==> src/sv/tpp_pkg.sv <==
// ----------------------------------------------------------------------------
// Tenant packet policer package
// Shared constants, verdict codes and the structs passed between the header
// check, the tenant table and the top level.
// ----------------------------------------------------------------------------
package tpp_pkg;

    // Table size default for the top-level parameter.
    localparam int TABLE_ENTRIES_DEF = 64;

    // Fixed header sizes in bytes.
    localparam int ETH_HDR_BYTES        = 14;
    localparam int IPV4_HDR_BYTES       = 20;
    localparam int UDP_HDR_BYTES        = 8;
    localparam int COMPUTE_HEADER_BYTES = 16;
    localparam int IHL_BYTES_PER_WORD   = 4;

    // Field widths.
    localparam int LEN_W      = 17;
    localparam int TOKEN_W    = 31;
    localparam int TENANT_W   = 32;
    localparam int SEC_W      = 32;
    localparam int SLOT_OUT_W = 6;
    localparam int DROP_W     = 32;

    localparam logic [15:0] ETHER_TYPE_IPV4 = 16'h0800;
    localparam logic [7:0]  IP_PROTO_UDP    = 8'd17;

    // Smallest legal frame, and the part of the required length that does not
    // depend on the packet.
    localparam logic [LEN_W-1:0] MIN_FRAME_BYTES =
        LEN_W'(ETH_HDR_BYTES + IPV4_HDR_BYTES + UDP_HDR_BYTES + COMPUTE_HEADER_BYTES);
    localparam logic [LEN_W-1:0] FIXED_BYTES =
        LEN_W'(ETH_HDR_BYTES + UDP_HDR_BYTES + COMPUTE_HEADER_BYTES);

    localparam logic [TOKEN_W-1:0] BUCKET_SIZE_RESET = TOKEN_W'(1000);

    typedef enum logic [2:0] {
        VERDICT_PASS     = 3'd0,
        VERDICT_CKSUM    = 3'd1,
        VERDICT_SHORT    = 3'd2,
        VERDICT_NOT_IPV4 = 3'd3,
        VERDICT_NOT_UDP  = 3'd4,
        VERDICT_TRUNC    = 3'd5,
        VERDICT_FULL     = 3'd6,
        VERDICT_RATE     = 3'd7
    } t_verdict;

    // Outcome of the header checks.
    typedef struct packed {
        logic     pass;
        t_verdict verdict;
    } t_chk;

    // One result as computed by the tenant table.
    typedef struct packed {
        t_verdict               verdict;
        logic [SLOT_OUT_W-1:0]  slot;
        logic [TOKEN_W-1:0]     tokens;
        logic [DROP_W-1:0]      drop_count;
    } t_tbl_res;

endpackage

==> src/sv/tpp_check.sv <==
// ----------------------------------------------------------------------------
// Tenant packet policer header check
// Runs the ordered header checks on one registered request and reports the
// first failing check, or a pass.
// ----------------------------------------------------------------------------
module tpp_check (
    input  logic                       i_checksum_bad,
    input  logic [15:0]                i_frame_length,
    input  logic [15:0]                i_ether_type,
    input  logic [7:0]                 i_ip_protocol,
    input  logic [3:0]                 i_ip_header_words,
    input  logic [15:0]                i_payload_length,
    output tpp_pkg::t_chk              o_chk
);

    logic [tpp_pkg::LEN_W-1:0] frame_len;
    logic [tpp_pkg::LEN_W-1:0] need_len;

    // Required length counts the IHL-sized IP header and the payload; 17 bits
    // hold the largest sum without overflow.
    assign frame_len = tpp_pkg::LEN_W'(i_frame_length);
    assign need_len  = tpp_pkg::FIXED_BYTES
                     + tpp_pkg::LEN_W'(i_ip_header_words)
                       * tpp_pkg::LEN_W'(tpp_pkg::IHL_BYTES_PER_WORD)
                     + tpp_pkg::LEN_W'(i_payload_length);

    // The checks apply in a fixed order; the first failure decides.
    always_comb begin
        o_chk.pass    = 1'b0;
        o_chk.verdict = tpp_pkg::VERDICT_PASS;
        priority if (i_checksum_bad) begin
            o_chk.verdict = tpp_pkg::VERDICT_CKSUM;
        end else if (frame_len < tpp_pkg::MIN_FRAME_BYTES) begin
            o_chk.verdict = tpp_pkg::VERDICT_SHORT;
        end else if (i_ether_type != tpp_pkg::ETHER_TYPE_IPV4) begin
            o_chk.verdict = tpp_pkg::VERDICT_NOT_IPV4;
        end else if (i_ip_protocol != tpp_pkg::IP_PROTO_UDP) begin
            o_chk.verdict = tpp_pkg::VERDICT_NOT_UDP;
        end else if (frame_len < need_len) begin
            o_chk.verdict = tpp_pkg::VERDICT_TRUNC;
        end else begin
            o_chk.pass = 1'b1;
        end
    end

endmodule

==> config.mk <==
export PLATFORM = sky130hd
export DESIGN_NAME = tpp_check
export DESIGN_NICKNAME = d
export VERILOG_FILES = /design/src/sv/tpp_pkg.sv /design/src/sv/tpp_check.sv
export SDC_FILE = /design/constraint.sdc
export NUM_CORES = 1
export LEC_CHECK = 0
export BUFFER_PORTS_ARGS = -buffer_cell sky130_fd_sc_hd__buf_2
export CORE_MARGIN = 5
export CORE_UTILIZATION = 47
export DETAILED_ROUTE_END_ITERATION = 16
export GPL_TIMING_DRIVEN = 0
export PLACE_DENSITY_LB_ADDON = 0.05
export SLEW_MARGIN = 20
export SYNTH_ARGS = -nofsm -noshare
export SYNTH_HDL_FRONTEND = slang
export SYNTH_SLANG_ARGS = --single-unit
==> constraint.sdc <==
create_clock -name vclk -period 8.5
set_input_delay 1.7 -clock vclk [all_inputs]
set_output_delay 1.7 -clock vclk [all_outputs]
set_load 0.1 [all_outputs]
==> impl_metrics.json, run 1 <==
{
  "overflow": 0,
  "multi_input_area_sq_um": 865.8,
  "die_x_um": 54.03,
  "synth_top_area_cell": "ha_1",
  "holdBufCountCts": 0,
  "final_common_cell": "buf_2",
  "hold_viol_final": 0,
  "io_buffers": 65,
  "clkbuf_count": 0,
  "grt_max_degree": 6,
  "drc": 0,
  "mostFrequentLayoutCells": "buf_2 (65), ha_1 (24), inv_1 (12), nor2_1 (11)",
  "powerDensity_nw_per_um2": 58.95,
  "grt_pass1_wl_um": 4429,
  "post-cts-setup-buffers": 0,
  "syn_to_final_growth_pct": 39.42,
  "gp_congestion": 0.8478,
  "ir_drop_v": 0.00003790,
  "via_count": 1125,
  "post-route-period-util_pct": 80.33,
  "design_area_sq_um": 1270,
  "core_area_sq_um": 1902,
  "crit_arrival_ps": 5130,
  "rows": 16,
  "relSlewSlack_pct": 67.31,
  "fillers": 178,
  "dpl.cell_count": 212,
  "fin_nets": 273,
  "die_y_um": 54.03,
  "numSequentialCells": 0,
  "cp_cell_sequence": "buf_2 -> inv_1 -> ha_1 -> inv_1 -> ha_1 -> fa_1 -> a21oi_1 -> nor2_1 -> o31a_1 -> nand3_1 -> xor2_1 -> ha_1 -> a21oi_1 -> o21ai_0 -> nor3_1 -> a21bo_2 -> o21ba_1 -> buf_2",
  "cap_violations": 0,
  "wl_per_cell_um": 12.68,
  "finalNonFillerCells": 212,
  "avgViaCountPerCell": 5.307,
  "yosys.cell_types.count": 30,
  "syn_nets": 206,
  "syn-instance-count": 120,
  "rsz0062_at_grt": "false",
  "worstMarginPinSlew_ps": 485.2,
  "slew_viol_final": 0,
  "grt_pass1_vias": 1157,
  "cp_max_fo": 5,
  "io_pins": 65,
  "tns_ps": 0,
  "avgSynthCellArea_sq_um": 7.591,
  "pre_cts_ws_ps": 1683,
  "cellLeakagePower_nw": 0.6670,
  "final.min_clock_period_ps": 6828,
  "drt_iter0_drc": 14,
  "startpoint": "i_ip_header_words[0]",
  "synth_top_area_share_pct": 32.97,
  "post_cts_resized": 0,
  "seq_area_sq_um": 0,
  "hp-start": "i_checksum_bad",
  "worst_hold_path_type": "in -> out",
  "cp-start-kind": "input port",
  "dieArea_sq_um": 2919,
  "first_pass_iters": 4,
  "endpoint_kind": "output port",
  "status": "completed",
  "finalWorstSetupSlack_ps": 1672,
  "cpMaxStageDelayCell": "buf_2",
  "drt_wl_total_um": 2688,
  "synth_area_leaders": "ha_1 (33%), xor2_1 (8.7%), a21oi_1 (4.9%), inv_1 (4.9%), nor2_1 (4.5%)",
  "hpwl_um": 2536,
  "worstSetupPathType": "in -> out",
  "fmax_mhz": 146.4,
  "place_area_sq_um": 1270,
  "synth.cell_area_sq_um": 910.9,
  "yosysWarnings": 0,
  "grt_usage_pct": 19.44,
  "antenna_cells": 0,
  "yosysSeqAreaShare_pct": 0,
  "ant_nets": 0,
  "slowest_delay_ps": 420,
  "antenna_found_initial": 0,
  "required_ps": 6800,
  "setup_viol": 0,
  "drive_above_1_share_pct": 38.38,
  "crit_top_cell": "ha_1",
  "start_util_pct": 47.89
}
-- logic make-up after synthesis --
logic type | after synthesis | share of synthesized area, %
adder cells (fa/ha/maj) | 25 | 35.17
XOR/XNOR | 12 | 11.54
AND/OR/NAND/NOR | 44 | 27.47
AO/OA/AOI/OAI | 27 | 20.88
buffers and inverters | 12 | 4.945
-- metal layers --
layer / routed length [um] / up-vias / share of wire, % / track usage (%)
li1: - / 584 / - / -
met1: 1005 / 506 / 37 / 20.23
met2: 1531 / 31 / 57 / 41.73
met3: 120 / 4 / 4.5 / 1.662
met4: 30 / 0 / 1.1 / 2.075
met5: 0 / - / 0 / 0
-- cell type report --
type | instances | area share [%]
inverters | 12 | 3.547
multi-input cells | 108 | 68.18
well taps | 27 | 2.660
repair buffers | 65 | 25.62
-- stage by stage --
stage,power [W],hold WS [ps],util [%]
after floorplan,0.00004662,3699,-
after global placement,0.00006972,3848,66.78
after detailed placement,0.00007476,3857,66.78
after CTS,0.00007521,3858,66.78
after global routing,0.00008636,3890,66.78
final,0.00007486,3856,66.78
-- where the power goes --
part	switching, W	internal (W)	total (W)
Sequential	0	0	0
Clock	0	0	0
Combinational	0.0000395	0.0000353	0.0000749
Total	0.0000395	0.0000353	0.0000749
-- cell usage after synthesis (all sizes together), types with 2 or more instances --
master,number
a21oi,9
nor2,11
nand2,5
and3,3
nand3,8
o21ai,4
nor3,3
xnor2,3
nor4,5
ha,24
a211oi,2
o21a,2
nand4,5
xor2,9
inv,12
nor4b,2
-- worst paths after layout --
| kind | to | slack, ps | cells after the start |
|---|---|---|---|
| worst min-delay path | o_chk[1] | 3860 | 3 |
| worst max-delay path | o_chk[2] | 1670 | 18 |
-- worst max-delay path: cells and delay by family --
family | cells | cell delay (ps)
fa+ha+maj | 4 | 1150
compound gates | 6 | 1060
buf+inv | 4 | 560
simple gates | 3 | 470
xor+xnor | 1 | 190
Power figures use the tool's default switching activity.
==> run 2: changes to the inputs <==
--- a/config.mk
+++ b/config.mk
@@ -7,7 +7,7 @@
 export LEC_CHECK = 0
 export BUFFER_PORTS_ARGS = -buffer_cell sky130_fd_sc_hd__buf_2
 export CORE_MARGIN = 5
-export CORE_UTILIZATION = 47
+export CORE_UTILIZATION = 39
 export DETAILED_ROUTE_END_ITERATION = 16
 export GPL_TIMING_DRIVEN = 0
 export PLACE_DENSITY_LB_ADDON = 0.05
==> constraint.sdc (replaced) <==
create_clock -name vclk -period 5.5
set_input_delay 1.1 -clock vclk [all_inputs]
set_output_delay 1.1 -clock vclk [all_outputs]
set_load 0.1 [all_outputs]
==> run 2 against run 1 <==
Against the previous run:
- clock-buffer cell count unchanged
- worst hold slack got worse by 1200 ps
- combinational power grew 67%
- via count is 2.0% lower
- non-clock buffer count grew 3
- die area grew 17%
- global-route usage is 5.7 points lower
- setup slack got worse by 1500 ps
- critical path depth unchanged
- cell count rose by 1.9%
- sequential share of layout area stayed put
- routed wire length is 1.4% lower
- highest routed layer is now met3
==> impl_metrics.json, run 2 (synthesis gave the netlist of run 1 again) <==
{
  "status": "completed",
  "fmax_mhz": 187.1,
  "rsz0062_at_grt": "true",
  "grt_pass1_vias": 1042,
  "io_pins": 65,
  "hp-start": "i_checksum_bad",
  "antenna_cells": 0,
  "required_ps": 4400,
  "clock_power_share_pct": 0,
  "slew_viol_final": 0,
  "combinationalPowerShare_pct": 100.0,
  "worst_hold_path_type": "in -> out",
  "die_y_um": 58.33,
  "core_area_sq_um": 2212,
  "seqPwrFrac_pct": 0,
  "post-route-util_pct": 63.46,
  "gp_congestion": 0.7993,
  "endpoint_kind": "output port",
  "post-route-period-util_pct": 97.20,
  "worstSetupPathType": "in -> out",
  "cap_violations": 0,
  "hold_viol_final": 0,
  "mostFrequentLayoutCells": "buf_2 (62), ha_1 (22), inv_1 (11), nor2_1 (10), xor2_1 (9)",
  "cp_max_fo": 5,
  "holdPathStages": 3,
  "hpwl_um": 2377,
  "start_util_pct": 41.18,
  "avgViaCountPerCell": 5.102,
  "relSlewSlack_pct": 67.81,
  "io_buffers": 65,
  "final.min_clock_period_ps": 5346,
  "cp-start-kind": "input port",
  "drc": 0,
  "ir_drop_v": 0.00005722,
  "setup_viol": 0,
  "powerDensity_nw_per_um2": 88.99,
  "drive_above_1_share_pct": 45.21,
  "grt_pass1_wl_um": 3891,
  "dieArea_sq_um": 3402,
  "switchingPower_w": 0.00006438,
  "crit_arrival_ps": 4250,
  "wl_per_cell_um": 12.27,
  "overflow": 0,
  "seq_area_sq_um": 0,
  "antenna_found_initial": 0,
  "grt_max_degree": 6,
  "ant_nets": 0,
  "netSwitchingFraction_pct": 51.53,
  "grt_usage_pct": 13.72,
  "final_common_cell": "buf_2",
  "drt_iter0_drc": 10,
  "fin_nets": 276,
  "clkbuf_count": 0,
  "cellLeakagePower_nw": 0.7051,
  "worstMarginPinSlew_ps": 486.2,
  "holdWs_ps": 2653,
  "syn_to_final_growth_pct": 54.12,
  "min_to": "o_chk[1]",
  "p_int_w": 0.00006055,
  "die_x_um": 58.33,
  "first_pass_iters": 4,
  "via_count": 1102,
  "numSequentialCells": 0,
  "fillers": 195,
  "rows": 17,
  "multi_input_area_sq_um": 930.9,
  "drt_wl_total_um": 2650
}
## run 2: metrics by stage
stage                 power, W  setup slack, ps  TNS, ps  instance area, sq um  cells
floorplan           0.00007245           -23.46   -23.46                 917.1    120
global placement     0.0001088           -103.1   -238.5                  1277    213
detailed placement   0.0001141           -177.3   -374.7                  1277    213
global route         0.0001422           -34.74   -68.81                  1404    216
finish               0.0001249            154.1        0                  1404    216
CTS                  0.0001148           -28.18   -28.18                  1292    213
## run 2: per-layer routing
layer	track usage, %	part of all wire, %	routed length (um)
met1	13.67	36	951
met5	0	0	0
met2	30.46	57	1519
met3	1.754	6.8	179
met4	0	0	0
## run 2: area by class of cell
cell class	instances	area share, %
multi-input cells	108	66.31
repair buffers	68	27.99
inverters	12	3.209
well taps	28	2.496
## run 2: what timing repair did
item | CTS | global route
pin swaps | 0 | 11
endpoints found under the setup margin | 3 | 3
buffers inserted | 0 | 3
gates resized for setup | 5 | 21
endpoints found under the hold margin | 0 | 0
hold buffers | 0 | 0
## run 2: worst max-delay path: stages
cell,delay (ps)
buf_2,70
inv_1,60
ha_4,260
inv_2,40
ha_4,150
fa_2,370
a21oi_2,160
nor2_2,60
o31a_1,360
nand3_1,130
xor2_1,170
ha_1,280
nand3_1,100
nand2_1,90
a211oi_1,260
a21bo_2,210
o21ba_1,190
buf_12,190
## run 2: worst max path at each step
| stage | from | endpoint | slack [ps] | depth (start not counted) |
|---|---|---|---|---|
| finish | i_ip_header_words[0] | o_chk[2] | 150 | 18 |
| global route | i_payload_length[2] | o_chk[2] | -30 | 18 |
| CTS | i_ip_header_words[0] | o_chk[2] | -30 | 18 |
| detailed placement | i_ip_header_words[0] | o_chk[2] | -180 | 18 |
| global placement | i_ip_header_words[0] | o_chk[2] | -100 | 18 |
| floorplan | i_ip_header_words[0] | o_chk[2] | -20 | 16 |
## run 2: power groups by stage
stage / sequential (W) / combinational (W) / clock, W
2_1_floorplan: 0 / 0.0000724 / 0
3_3_place_gp: 0 / 0.000109 / 0
3_5_place_dp: 0 / 0.000114 / 0
4_1_cts: 0 / 0.000115 / 0
5_1_grt: 0 / 0.000142 / 0
6_report: 0 / 0.000125 / 0
==> run 3: changes to the inputs <==
--- a/config.mk
+++ b/config.mk
@@ -10,7 +10,7 @@
 export CORE_UTILIZATION = 39
 export DETAILED_ROUTE_END_ITERATION = 16
 export GPL_TIMING_DRIVEN = 0
-export PLACE_DENSITY_LB_ADDON = 0.05
+export PLACE_DENSITY = 0.9
 export SLEW_MARGIN = 20
 export SYNTH_ARGS = -nofsm -noshare
 export SYNTH_HDL_FRONTEND = slang
==> run 3 against run 2 <==
Against the previous run:
- clock-buffer cell count unchanged
- setup slack improved by 20 ps
- first-iteration DRC count unchanged
- largest power group unchanged
==> impl_metrics.json, run 3 (synthesis gave the netlist of run 1 again) <==
{
  "status": "completed",
  "worst_hold_path_type": "in -> out",
  "syn_to_final_growth_pct": 48.76,
  "hp-start": "i_checksum_bad",
  "final_common_cell": "buf_2",
  "hold_viol_final": 0,
  "tns_ps": 0,
  "grt_pass1_vias": 1138,
  "holdWs_ps": 2663,
  "first_pass_iters": 4,
  "seq_area_sq_um": 0,
  "overflow": 0,
  "grt_usage_pct": 14.54,
  "numSequentialCells": 0,
  "powerDensity_nw_per_um2": 87.98,
  "startpoint": "i_ip_header_words[0]",
  "io_buffers": 65,
  "cp_max_fo": 4,
  "fmax_mhz": 187.8,
  "clkbuf_count": 0,
  "post-route-period-util_pct": 96.83,
  "rows": 17,
  "antenna_found_initial": 0,
  "cp_cell_sequence": "buf_2 -> inv_1 -> ha_1 -> inv_1 -> ha_1 -> fa_2 -> a21oi_2 -> nor2_1 -> o31a_1 -> nand3_1 -> xor2_1 -> ha_1 -> nand2_1 -> o211ai_1 -> a41oi_2 -> a31o_4 -> nor3_4 -> buf_12",
  "via_count": 1122,
  "slew_viol_final": 0,
  "worstMarginPinSlew_ps": 492.1,
  "cpMaxStageDelayCell": "fa_2",
  "relSlewSlack_pct": 67.42,
  "drive_above_1_share_pct": 42.25,
  "drt_wl_total_um": 2600,
  "start_util_pct": 41.18,
  "hpwl_um": 2374,
  "slowest_delay_ps": 370,
  "drc": 0,
  "finalNonFillerCells": 215,
  "wl_per_cell_um": 12.09,
  "die_x_um": 58.33,
  "cellLeakagePower_nw": 0.6956,
  "fin_nets": 275,
  "crit_top_cell": "ha_1",
  "required_ps": 4400,
  "mostFrequentLayoutCells": "buf_2 (62), ha_1 (24), inv_1 (12), nor2_1 (11), xor2_1 (9)",
  "drt_iter0_drc": 10,
  "setup_viol": 0,
  "dpl.cell_count": 213,
  "die_y_um": 58.33,
  "core_area_sq_um": 2212,
  "fillers": 214,
  "gp_congestion": 0.8135,
  "cap_violations": 0,
  "endpoint_kind": "output port",
  "holdBufCountCts": 0,
  "grt_max_degree": 6,
  "antenna_cells": 0,
  "cp-start-kind": "input port",
  "final.min_clock_period_ps": 5326,
  "ant_nets": 0,
  "crit_arrival_ps": 4230,
  "worstSetupPathType": "in -> out",
  "io_pins": 65,
  "grt_pass1_wl_um": 4202,
  "dieArea_sq_um": 3402,
  "avgViaCountPerCell": 5.219,
  "ir_drop_v": 0.00006405
}
[run 3: path summary, 6_finish.rpt]
kind                       end  slack (ps)  cells past startpoint
worst max-delay path  o_chk[3]         170                     18
worst min-delay path  o_chk[1]        2660                      3
[run 3: power by group]
group | leakage (nW) | switching [W] | internal (W)
clock network | 0 | 0 | 0
logic | 0.696 | 0.0000613 | 0.0000580
registers | 0 | 0 | 0
[run 3: layout make-up]
class                           instances  area, sq um  share of cell area (%)
Timing Repair Buffer                   67        380.4                   28.07
Multi-Input combinational cell        108        894.6                   66.02
Tap cell                               28        35.03                   2.585
Inverter                               12        45.04                   3.324
[run 3: layer usage]
| layer | share of wire, % | track usage (%) | vias to the layer above |
|---|---|---|---|
| met5 | 0 | 0 | - |
| met3 | 9.1 | 1.535 | 4 |
| li1 | - | - | 585 |
| met4 | 1.3 | 1.656 | 0 |
| met1 | 37 | 15.53 | 492 |
| met2 | 53 | 30.46 | 41 |
[run 3: metrics by stage]
step	total power, W	utilization [%]	setup WS (ps)	area [sq um]
finish	0.0001192	61.26	174.5	1355
global route	0.0001362	61.26	-1.569	1355
CTS	0.0001170	59.62	12.55	1319
detailed placement	0.0001128	57.75	-190.0	1277
global placement	0.0001091	57.75	-100.9	1277
floorplan	0.00007245	-	-23.46	917.1
[run 3: what timing repair did]
action,CTS,global route
resized for setup,7,11
setup endpoints to repair,3,3
pin swaps,2,5
setup buffers,2,0
[run 3: worst max-delay path: cells and delay by family]
kind            cells  cell delay (ps)
simple gates        4              470
buf+inv             4              350
compound gates      5             1060
xor+xnor            1               80
fa+ha+maj           4             1150
